`src/rtl/played_frame_backtrace_assert.svh`:
```
// ----------------------------------------------------------------------------
// Played frame backtrace assertion macros
// Shorthand for clocked implication checks, disabled during reset.
// ----------------------------------------------------------------------------
`ifndef PLAYED_FRAME_BACKTRACE_ASSERT_SVH
`define PLAYED_FRAME_BACKTRACE_ASSERT_SVH

// same-cycle implication
`define PFB_ASSERT_NOW(label, ante, cons) \
  label: assert property (@(posedge clk) disable iff (rst) (ante) |-> (cons)) \
    else $error("played_frame_backtrace: check failed");

// next-cycle implication
`define PFB_ASSERT_NEXT(label, ante, cons) \
  label: assert property (@(posedge clk) disable iff (rst) (ante) |=> (cons)) \
    else $error("played_frame_backtrace: check failed");

`endif

```
`src/rtl/pfb_pkg.sv`:
```
// ----------------------------------------------------------------------------
// pfb_pkg
// Shared widths, command codes, register indexes and control structs.
// ----------------------------------------------------------------------------
package pfb_pkg;

  localparam int HISTORY_DEPTH_DEFAULT = 37;

  localparam int CMD_W      = 2;
  localparam int NUMBER_W   = 24;
  localparam int BYTES_W    = 20;
  localparam int RESUME_W   = 25;
  localparam int CFG_W      = 24;
  localparam int CFG_INDEX_W = 4;
  localparam int BUDGET_W   = 26;
  localparam int ENTRY_W    = NUMBER_W + BYTES_W;

  localparam logic [CMD_W-1:0] CMD_CLEAR = 2'd0;
  localparam logic [CMD_W-1:0] CMD_ADD   = 2'd1;
  localparam logic [CMD_W-1:0] CMD_GET   = 2'd2;

  localparam logic [CFG_INDEX_W-1:0] REG_FORWARD_BUDGET = 4'd0;
  localparam logic [CFG_INDEX_W-1:0] REG_BACKWARD_EXTRA = 4'd1;

  localparam logic [CFG_W-1:0] FORWARD_BUDGET_RESET = 24'd262144;
  localparam logic [CFG_W-1:0] BACKWARD_EXTRA_RESET = 24'd262144;

  typedef struct packed {
    logic do_clear;
    logic do_add;
    logic start_get;
    logic walk_en;
    logic load_out;
  } pfb_cmd_t;

  typedef struct packed {
    logic walk_done;
  } pfb_status_t;

endpackage

```
`src/rtl/pfb_ram.sv`:
```
// ----------------------------------------------------------------------------
// pfb_ram
// Generic single write port, single read port RAM with registered read.
// ----------------------------------------------------------------------------
module pfb_ram #(
  parameter int WIDTH = 8,
  parameter int DEPTH = 2
) (
  input  logic                     clk,
  input  logic                     wr_en,
  input  logic [$clog2(DEPTH)-1:0] wr_addr,
  input  logic [WIDTH-1:0]         wr_data,
  input  logic [$clog2(DEPTH)-1:0] rd_addr,
  output logic [WIDTH-1:0]         rd_data
);

  logic [WIDTH-1:0] mem [DEPTH];

  always_ff @(posedge clk) begin
    if (wr_en) begin
      mem[wr_addr] <= wr_data;
    end
    rd_data <= mem[rd_addr];
  end

endmodule

```
`src/rtl/pfb_ctrl.sv`:
```
// ----------------------------------------------------------------------------
// pfb_ctrl
// Command decode and walk sequencing; owns the output word valid flag.
// ----------------------------------------------------------------------------
module pfb_ctrl (
  input  logic                       clk,
  input  logic                       rst,
  input  logic                       in_valid,
  output logic                       in_ready,
  input  logic [pfb_pkg::CMD_W-1:0]  cmd,
  output logic                       out_valid,
  input  logic                       out_ready,
  output pfb_pkg::pfb_cmd_t          ctl,
  input  pfb_pkg::pfb_status_t       sts
);

  typedef enum logic [1:0] {
    S_IDLE,
    S_WALK,
    S_HOLD
  } state_t;

  state_t state;
  state_t state_next;
  logic   accept;
  logic   slot_free;

  assign in_ready  = (state == S_IDLE);
  assign accept    = in_valid && in_ready;
  assign slot_free = !out_valid || out_ready;

  always_comb begin
    ctl        = '0;
    state_next = state;
    case (state)
      S_IDLE: begin
        if (accept) begin
          case (cmd)
            pfb_pkg::CMD_CLEAR: ctl.do_clear = 1'b1;
            pfb_pkg::CMD_ADD:   ctl.do_add   = 1'b1;
            pfb_pkg::CMD_GET: begin
              ctl.start_get = 1'b1;
              state_next    = S_WALK;
            end
            default: ;
          endcase
        end
      end
      S_WALK: begin
        ctl.walk_en = 1'b1;
        if (sts.walk_done) begin
          if (slot_free) begin
            ctl.load_out = 1'b1;
            state_next   = S_IDLE;
          end else begin
            state_next = S_HOLD;
          end
        end
      end
      S_HOLD: begin
        if (slot_free) begin
          ctl.load_out = 1'b1;
          state_next   = S_IDLE;
        end
      end
      default: state_next = S_IDLE;
    endcase
  end

  always_ff @(posedge clk) begin
    if (rst) begin
      state     <= S_IDLE;
      out_valid <= 1'b0;
    end else begin
      state <= state_next;
      if (ctl.load_out) begin
        out_valid <= 1'b1;
      end else if (out_ready) begin
        out_valid <= 1'b0;
      end
    end
  end

endmodule

```
`src/rtl/pfb_dp.sv`:
```
// ----------------------------------------------------------------------------
// pfb_dp
// History store, pointers, configuration registers and the budget walk.
// ----------------------------------------------------------------------------
module pfb_dp #(
  parameter int HISTORY_DEPTH = pfb_pkg::HISTORY_DEPTH_DEFAULT
) (
  input  logic                               clk,
  input  logic                               rst,
  input  logic                               cfg_we,
  input  logic [pfb_pkg::CFG_INDEX_W-1:0]    cfg_index,
  input  logic [pfb_pkg::CFG_W-1:0]          cfg_data,
  input  logic [pfb_pkg::NUMBER_W-1:0]       frame_number,
  input  logic [pfb_pkg::BYTES_W-1:0]        frame_bytes,
  input  logic                               direction_forward,
  output logic signed [pfb_pkg::RESUME_W-1:0] resume_frame,
  output logic                               history_nonempty,
  input  pfb_pkg::pfb_cmd_t                  ctl,
  output pfb_pkg::pfb_status_t               sts
);

  localparam int PW = $clog2(HISTORY_DEPTH);
  localparam int CW = $clog2(HISTORY_DEPTH + 1);
  localparam int BW = pfb_pkg::BUDGET_W;

  logic [pfb_pkg::CFG_W-1:0]    forward_budget;
  logic [pfb_pkg::CFG_W-1:0]    backward_extra;
  logic [PW-1:0]                write_pointer;
  logic [CW-1:0]                entry_count;
  logic [PW-1:0]                issue_ptr;
  logic [CW-1:0]                issue_left;
  logic                         pend;
  logic [BW-1:0]                budget;
  logic [pfb_pkg::RESUME_W-1:0] result;
  logic                         visited;

  logic [PW-1:0]                rd_addr;
  logic [pfb_pkg::ENTRY_W-1:0]  rd_data;
  logic [pfb_pkg::NUMBER_W-1:0] rd_number;
  logic [pfb_pkg::BYTES_W-1:0]  rd_bytes;
  logic [BW-1:0]                budget_start;
  logic [BW-1:0]                budget_next;
  logic [pfb_pkg::RESUME_W-1:0] result_next;
  logic                         visited_next;
  logic                         more;
  logic                         issue;

  pfb_ram #(
    .WIDTH(pfb_pkg::ENTRY_W),
    .DEPTH(HISTORY_DEPTH)
  ) u_store (
    .clk    (clk),
    .wr_en  (ctl.do_add),
    .wr_addr(write_pointer),
    .wr_data({frame_number, frame_bytes}),
    .rd_addr(rd_addr),
    .rd_data(rd_data)
  );

  assign rd_number = rd_data[pfb_pkg::ENTRY_W-1:pfb_pkg::BYTES_W];
  assign rd_bytes  = rd_data[pfb_pkg::BYTES_W-1:0];

  assign rd_addr = (issue_ptr == '0) ? PW'(HISTORY_DEPTH - 1) : issue_ptr - 1'b1;

  assign budget_start = {{(BW - pfb_pkg::CFG_W){1'b0}}, forward_budget}
                      + (direction_forward ? '0
                         : {{(BW - pfb_pkg::CFG_W){1'b0}}, backward_extra});

  always_comb begin
    budget_next  = budget;
    result_next  = result;
    visited_next = visited;
    if (ctl.walk_en && pend) begin
      budget_next  = budget - {{(BW - pfb_pkg::BYTES_W){1'b0}}, rd_bytes};
      result_next  = {1'b0, rd_number} - 1'b1;
      visited_next = 1'b1;
    end
  end

  assign more          = !budget_next[BW-1] && (budget_next != '0);
  assign issue         = (issue_left != '0) && more;
  assign sts.walk_done = !issue;

  always_ff @(posedge clk) begin
    if (rst) begin
      forward_budget <= pfb_pkg::FORWARD_BUDGET_RESET;
      backward_extra <= pfb_pkg::BACKWARD_EXTRA_RESET;
      write_pointer  <= '0;
      entry_count    <= '0;
      pend           <= 1'b0;
    end else begin
      if (cfg_we) begin
        case (cfg_index)
          pfb_pkg::REG_FORWARD_BUDGET: forward_budget <= cfg_data;
          pfb_pkg::REG_BACKWARD_EXTRA: backward_extra <= cfg_data;
          default: ;
        endcase
      end
      if (ctl.do_clear) begin
        write_pointer <= '0;
        entry_count   <= '0;
      end
      if (ctl.do_add) begin
        write_pointer <= (write_pointer == PW'(HISTORY_DEPTH - 1)) ? '0
                         : write_pointer + 1'b1;
        if (entry_count != CW'(HISTORY_DEPTH)) begin
          entry_count <= entry_count + 1'b1;
        end
      end
      if (ctl.start_get) begin
        pend <= 1'b0;
      end else if (ctl.walk_en) begin
        pend <= issue;
      end
    end
  end

  always_ff @(posedge clk) begin
    if (ctl.start_get) begin
      budget     <= budget_start;
      issue_ptr  <= write_pointer;
      issue_left <= entry_count;
      result     <= '1;
      visited    <= 1'b0;
    end else if (ctl.walk_en) begin
      budget  <= budget_next;
      result  <= result_next;
      visited <= visited_next;
      if (issue) begin
        issue_ptr  <= rd_addr;
        issue_left <= issue_left - 1'b1;
      end
    end
    if (ctl.load_out) begin
      resume_frame     <= result_next;
      history_nonempty <= visited_next;
    end
  end

endmodule

```
`src/rtl/played_frame_backtrace.sv`:
```
// ----------------------------------------------------------------------------
// played_frame_backtrace
// Circular history of played frames with a byte-budget backtrace lookup.
//
//   channel  dir  handshake              word
//   in       in   in_valid / in_ready    cmd, frame_number, frame_bytes,
//                                        direction_forward
//   out      out  out_valid / out_ready  resume_frame, history_nonempty
//   cfg      in   cfg_valid / cfg_ready  cfg_index, cfg_data
//
// Clear and add leave the block idle; the next word is taken the cycle after.
// Get walks the history at one entry per cycle through the store's single
// read port, visiting at most HISTORY_DEPTH entries.
// The result sits in an output register; while it waits, clear and add words
// are still taken, and a following get holds its result until the slot frees.
// Reset is synchronous and empties the history; the store itself is not swept.
// ----------------------------------------------------------------------------
`include "played_frame_backtrace_assert.svh"

module played_frame_backtrace #(
  parameter int HISTORY_DEPTH = pfb_pkg::HISTORY_DEPTH_DEFAULT
) (
  input  logic                                clk,
  input  logic                                rst,
  input  logic                                in_valid,
  output logic                                in_ready,
  input  logic [pfb_pkg::CMD_W-1:0]           cmd,
  input  logic [pfb_pkg::NUMBER_W-1:0]        frame_number,
  input  logic [pfb_pkg::BYTES_W-1:0]         frame_bytes,
  input  logic                                direction_forward,
  output logic                                out_valid,
  input  logic                                out_ready,
  output logic signed [pfb_pkg::RESUME_W-1:0] resume_frame,
  output logic                                history_nonempty,
  input  logic                                cfg_valid,
  output logic                                cfg_ready,
  input  logic [pfb_pkg::CFG_INDEX_W-1:0]     cfg_index,
  input  logic [pfb_pkg::CFG_W-1:0]           cfg_data
);

  pfb_pkg::pfb_cmd_t    ctl;
  pfb_pkg::pfb_status_t sts;

  assign cfg_ready = 1'b1;

  pfb_ctrl u_ctrl (
    .clk      (clk),
    .rst      (rst),
    .in_valid (in_valid),
    .in_ready (in_ready),
    .cmd      (cmd),
    .out_valid(out_valid),
    .out_ready(out_ready),
    .ctl      (ctl),
    .sts      (sts)
  );

  pfb_dp #(
    .HISTORY_DEPTH(HISTORY_DEPTH)
  ) u_dp (
    .clk              (clk),
    .rst              (rst),
    .cfg_we           (cfg_valid && cfg_ready),
    .cfg_index        (cfg_index),
    .cfg_data         (cfg_data),
    .frame_number     (frame_number),
    .frame_bytes      (frame_bytes),
    .direction_forward(direction_forward),
    .resume_frame     (resume_frame),
    .history_nonempty (history_nonempty),
    .ctl              (ctl),
    .sts              (sts)
  );

  `PFB_ASSERT_NOW(a_no_walk_when_ready, in_ready, !ctl.walk_en)
  `PFB_ASSERT_NOW(a_load_into_free_slot, ctl.load_out, !out_valid || out_ready)
  `PFB_ASSERT_NEXT(a_load_sets_valid, ctl.load_out, out_valid)
  `PFB_ASSERT_NEXT(a_get_goes_busy, in_valid && in_ready && cmd == pfb_pkg::CMD_GET, !in_ready)

endmodule

```
`config.mk`:
```
export PLATFORM = sky130hd
export DESIGN_NAME = played_frame_backtrace
export DESIGN_NICKNAME = d
export VERILOG_FILES = /design/src/rtl/pfb_pkg.sv /design/src/rtl/pfb_ram.sv /design/src/rtl/pfb_ctrl.sv /design/src/rtl/pfb_dp.sv /design/src/rtl/played_frame_backtrace.sv
export VERILOG_INCLUDE_DIRS = /design/src /design/src/rtl
export SDC_FILE = /design/constraint.sdc
export NUM_CORES = 2
export LEC_CHECK = 0
export ABC_AREA = 1
export BUFFER_PORTS_ARGS = -buffer_cell sky130_fd_sc_hd__buf_2
export CAP_MARGIN = 30
export CORE_AREA = 3 3 783 396
export CTS_BUF_LIST = sky130_fd_sc_hd__clkbuf_8
export DETAILED_ROUTE_END_ITERATION = 10
export DIE_AREA = 0 0 786 399
export SETUP_SLACK_MARGIN = 0.02
export SYNTH_ARGS = -nofsm -noshare
export SYNTH_HDL_FRONTEND = slang
export SYNTH_HIERARCHICAL = 1
export SYNTH_SLANG_ARGS = --single-unit
```
`constraint.sdc`:
```
create_clock -name clk -period 9 [get_ports clk]
set_input_delay 1.8 -clock clk [delete_from_list [all_inputs] [get_ports clk]]
set_output_delay 1.8 -clock clk [all_outputs]
set_load 0.02 [all_outputs]
```
-- Word-level counts from Yosys, hierarchy flattened
Memory sizes are Yosys's and may differ from the RTL's. A register that Yosys moved wholly into a read port is not among the register bits.
Cells that the tools add are included.
- logic and storage cells: 93
- flip-flop bits (word level): 154
- bits in writable memories: 1628
- output and inout port bits: 29
- input bits: 80
- memories kept: 1
- reductions and logical operators: 22
- $add $sub $neg: 7
- muxes and demuxes: 38
- equal/unequal tests: 11
- memory list (name ; depth ; bits a word ; read ports ; clocked after memory_dff ; wr ports ; line ; text):
    u_dp.u_store.mem ; 37 ; 44 ; 1 ; 1 ; 1 ; pfb_ram.sv:17 ; logic [WIDTH-1:0] mem [DEPTH];
- operators with widths (operator ; count):
    26-bit two-way mux ; 3
    6-bit two-way mux ; 13
    24-bit by 26-bit adder with 26-bit output ; 1
    26-bit nonzero test ; 1
    26-bit by 20-bit subtractor with 26-bit output ; 1
    25-bit two-way mux ; 1
    24-bit by 1-bit subtractor with 25-bit output, second input constant ; 1
    24-bit two-way mux ; 1
    6-bit by 1-bit adder with 6-bit output, second input constant ; 2
    6-bit by 1-bit subtractor with 6-bit output, second input constant ; 2
    1-bit two-way mux ; 11
    2-bit two-way mux ; 5
    2-bit nonzero test ; 4
    6-bit == test, second input constant ; 1
    6-bit zero test ; 1
    3-bit two-way mux ; 2
    2-bit != test, second input constant ; 3
    6-bit != test, second input constant ; 1
    2-bit case mux with 3 select lines ; 1
    2-bit AND reduction ; 3
    6-bit nonzero test ; 1
    2-bit by 1-bit == test with 1-bit output, second input constant ; 2
    2-bit == test, second input constant ; 2
    4-bit by 1-bit == test with 1-bit output, second input constant ; 1
    9 further kinds ; 14

-- Longest topological paths before layout
- depth after elaboration: 10
- depth in mapped cells: 27
- mapped depth without buffers: 27

-- Hierarchy
Netlist, hierarchy kept.
- modules (own cells, without submodules) (module ; area each (µm²) ; cells each ; sequential area each (µm²) ; times used):
    pfb_ram ; 65980.8 ; 5353 ; 49767.7 ; 1
    pfb_dp ; 9556.7 ; 1349 ; 3663.5 ; 1
    pfb_ctrl ; 271.5 ; 40 ; 60.1 ; 1
    played_frame_backtrace ; 11.3 ; 2 ; 0.0 ; 1

-- Worst setup path after synthesis
OpenSTA, ideal clock, no wires.
- path type: input -> register
- start: input port cmd[0] (netlist bit)
- end: memory u_dp/u_store/mem[19][0] (netlist bit) (enable)
- path buffers: 1
- required time: 8444 ps
- cell stages on the path: 5
- arrival: 7190 ps
- library setup time: 556 ps
- slack: 1254 ps
- cells stage by stage: inv_1 > nor3_1 > clkbuf_1 > nand4_1 > nor4_1
- RTL lines (what ; line ; text):
    from (decl) ; played_frame_backtrace.sv:27 ; input logic [pfb_pkg::CMD_W-1:0] cmd,
    to (decl) ; pfb_ram.sv:17 ;

-- Worst setup path in the final report
- start: register u_dp.issue_ptr[0]
- end: register u_dp.u_store.rd_data[13], read port of u_dp.u_store.mem
- word-level cells in the longest chain between the ends: 2
- elaborated cells on any way between the ends: 3
- those cells by class: add/sub: 1; mux: 1; reduce/logical: 1
- ends and longest elaborated chain (what ; line ; text):
    from (decl) ; pfb_dp.sv:30 ; logic [PW-1:0] issue_ptr;
    from (signal assigned) ; pfb_dp.sv:121 ; issue_ptr <= write_pointer;
    from (signal assigned) ; pfb_dp.sv:130 ; issue_ptr <= rd_addr;
    6-bit by 1-bit subtractor with 6-bit output or 6-bit zero test (tied branches) ; pfb_dp.sv:63 ; assign rd_addr = (issue_ptr == '0) ? PW'(HISTORY_DEPTH - 1) : issue_ptr - 1'b1;
    6-bit two-way mux (*) ; pfb_dp.sv:63 ;
    via u_dp.rd_addr[0] ; pfb_dp.sv:37 ; logic [PW-1:0] rd_addr;
    to (decl) ; pfb_ram.sv:14 ; output logic [WIDTH-1:0] rd_data
Mark *: on every way through the listed nets, which the timed path passes. The rest lies on a longest branch.
A chain may end at the register's enable or synchronous reset.

==> results.toml <==
[status]
status = "finished, final reports clean"

[placed_design]
numPortBuffers = 107
hpwl_mm = 119
gp_congestion = 0.849

[setup_path]
start_kind = "flip-flop"
rr_worst_depth = 15
crit_chain = "inv_1 > ha_1 > nand4_1 > nand2_1 > inv_8 > buf_4 > buf_4 > nand2_1 > nand3_1 > nand3_1 > nand2_1 > nand2_1 > nand3_1 > nand3_1 > nand2_1"
critPathKind = "flip-flop to flip-flop"
cp_max_fo = 71
cp_common_cell = "nand2_1"
cp.arrival_ns = 5.15
cp.depth = 15
cp-endpoint = "u_dp/u_store/rd_data[13]$_DFF_P_"
r2r_start = "u_dp/issue_ptr[0]$_DFFE_PP_"
critPathBufInv = 4
reg2reg_to = "u_dp/u_store/rd_data[13]$_DFF_P_"
reg2reg_slack_ns = 4.73
slowest_delay_ns = 0.75
critPathCaptureType = "flip-flop"
critPathSlowestCell = "buf_4"
cp_top_family = "buffers and inverters"
required_ns = 9.87
cp-startpoint = "u_dp/issue_ptr[0]$_DFFE_PP_"

[synthesis]
synth_cells = 6744
ys_dominant_reg_cell = "edfxtp_1"
netlist_area_mm2 = 0.0758
postSynthAreaPerCell_um2 = 11.2
synthesis.nets = 6882
synth_seq_cells = 1826
ys_seq_area_frac = 0.706
synth_edf_count = 1692
yosys_warnings = 6
synthArstFlopShare = 0
synth_cell_types = 53

[route]
ant_nets = 0
drc = 0
vias_per_cell = 4.64
wl_per_cell_um = 19.7
drt-initial-drc-count = 5479
vias = 51900
wirelength_mm = 220
firstDrtPassIters = 7

[floorplanning]
io_pins = 109
die_w_um = 786
initial_utilization = 0.250
die_area_mm2 = 0.314
coreArea_mm2 = 0.303
die_height_um = 399
placement_rows = 143

[power]
peakVddDrop_mv = 0.171
p_per_area_mw_per_mm2 = 208
total_power_uw = 18000
p_leak_uw = 0.0310

[sta]
finalSetupViolations = 0
fin_crit_sh = 0.475
fin_crit_ns = 4.27
rsz0062_at_grt = "false"
slew_headroom = 0.281
fin_skew_ns = 0.0713
finalHoldViolCount = 0
worstMarginPinSlew_ns = 1.08
maxSlewViolCount = 0
max_freq_ghz = 0.234
final.setup.tns_ns = 0

[clock_tree]
clock_path_buffers = 4
numCtsBuffers = 315
cts_setup_buffers = 0
ctsHtreeMaxLevel = 5
hold_buffers = 0
cts_resized = 0
cts.sinks = 1826
cts_tree = "done"
clkSlewWorstSetupHoldPaths_ns = 0.06
ctsRootBufferMaster = "clkbuf_8"
clk_latency_ns = 1.01

[grt]
grt_pass1_wl_mm = 323
antenna_found_initial = 18
grt_pass1_vias = 48800
grt_max_degree = 210
grt_overflow = 0
gr-usage-all-layers = 0.136

[flow_run]
drv_cap = 0

[final_layout]
synthToLayoutAreaGrowth_pct = 14.0
nets = 7016
final_layout_size_suffix_gt1_frac = 0.0966

[worst_hold_path]
hp-class = "flip-flop to flip-flop"
flip-flops by register name, indices dropped and copies added, names as in the netlist:
register               flops
u_dp/issue_left            6
u_dp/backward_extra       24
u_dp/entry_count           6
u_dp/u_store/mem        1628
u_dp/issue_ptr             6
u_dp/budget               26
u_dp/history_nonempty      1
u_ctrl/state               2
u_dp/pend                  1
u_dp/write_pointer         6
u_dp/forward_budget       24
u_dp/visited               1
u_dp/resume_frame         25
u_dp/result               25
u_dp/u_store/rd_data      44
u_ctrl/out_valid           1
cells in the final DEF, fill, tap and decap left out, drive strengths merged, types with 3 or more instances in the layout:
cell / synthesis / final
edfxtp: 1692 / 1692
nand4: 17 / 17
o211ai: 47 / 47
bufinv: 0 / 4
a31oi: 11 / 11
nor3: 22 / 22
nor2: 312 / 312
nand2: 2135 / 2135
or2: 37 / 37
a21o: 3 / 3
inv: 214 / 318
clkbuf: 110 / 339
nand3b: 5 / 5
o221ai: 44 / 44
nor4: 8 / 8
clkinv: 2 / 91
buf: 277 / 204
ha: 56 / 56
o21ai: 196 / 196
dfxtp: 134 / 134
a21boi: 3 / 3
nand3: 1279 / 1279
clkinvlp: 0 / 4
xnor2: 13 / 13
a21oi: 86 / 86
diode: 0 / 10
xor2: 23 / 23
power by group:
part	internal, µW	switching (µW)
registers	9350	80.4
logic	448	1250
clock network	3560	3260
synth_stat cells (all sizes together) (37+ instances only):
cell type / instances / area [µm²]
a21oi: 86 / 434
nand3: 1279 / 6410
ha: 56 / 701
clkbuf: 110 / 413
o21ai: 196 / 981
dfxtp: 134 / 2680
o221ai: 44 / 385
nand2: 2135 / 8030
inv: 214 / 806
buf: 277 / 1440
or2: 37 / 231
nor2: 312 / 1220
o211ai: 47 / 353
edfxtp: 1692 / 50800
routing by layer:
layer | vias to the layer above | part of all wire | track usage | wire, µm
met5 | - | 0.000091 | 0 | 20
met4 | 4 | 0.034 | 0.0508 | 7420
met3 | 433 | 0.073 | 0.0226 | 16100
met2 | 2088 | 0.47 | 0.221 | 103000
met1 | 25400 | 0.42 | 0.181 | 93300
li1 | 23900 | - | - | -
worst min-delay path: stages, from the launching register on:
cell and delay (ns):
dfxtp_1 0.29, inv_1 0.06, a21oi_1 0.05
metrics by stage:
| stage | cells | setup WS, ns | util | hold slack [ns] | area, µm² |
|---|---|---|---|---|---|
| after floorplan | 6744 | 1.25 | - | 0.430 | 75800 |
| after global placement | 10600 | 3.92 | 0.266 | 0.446 | 80700 |
| after detailed placement | 10600 | 3.96 | 0.266 | 0.450 | 80800 |
| after CTS | 11200 | 4.70 | 0.285 | 0.459 | 86400 |
| after global routing | 11200 | 4.44 | 0.285 | 0.482 | 86400 |
| final | 11200 | 4.73 | 0.285 | 0.458 | 86500 |
cells by family (layout without fill, tap and decap cells):
logic type,count (synthesis),count (layout),synth area share
AND/OR/NAND/NOR,3816,3816,0.214
flip-flops,1826,1826,0.706
buffers and inverters,603,960,0.0352
AO/OA/AOI/OAI,402,402,0.0312
adder cells (fa/ha/maj),58,58,0.00977
XOR/XNOR,36,36,0.00416
multiplexers,2,2,0.000264
other,1,11,0.0000495
how the worst min path moves through the flow:
stage / start / endpoint / slack [ns] / cells past startpoint
5_1_grt: u_dp/backward_extra[1]$_SDFFE_PP0P_ / u_dp/backward_extra[1]$_SDFFE_PP0P_ / 0.48 / 2
2_1_floorplan: u_dp/backward_extra[0]$_SDFFE_PP0P_ / u_dp/backward_extra[0]$_SDFFE_PP0P_ / 0.43 / 2
3_5_place_dp: u_dp/backward_extra[5]$_SDFFE_PP0P_ / u_dp/backward_extra[5]$_SDFFE_PP0P_ / 0.45 / 2
4_1_cts: u_dp/backward_extra[5]$_SDFFE_PP0P_ / u_dp/backward_extra[5]$_SDFFE_PP0P_ / 0.46 / 2
3_3_place_gp: u_dp/visited$_SDFFE_PP0P_ / u_dp/visited$_SDFFE_PP0P_ / 0.45 / 2
6_report: u_dp/backward_extra[7]$_SDFFE_PP0P_ / u_dp/backward_extra[7]$_SDFFE_PP0P_ / 0.46 / 2
layout make-up:
cell class | count | area [µm²]
Fill cell | 31000 | 217000
Sequential cell | 1826 | 53500
Multi-Input combinational cell | 4315 | 20000
Tap cell | 4060 | 5080
Clock buffer | 339 | 4670
Timing Repair Buffer | 204 | 1430
Clock inverter | 201 | 910
Inverter | 216 | 860
Antenna cell | 10 | 25.0
(Power assumes the default switching activity.)
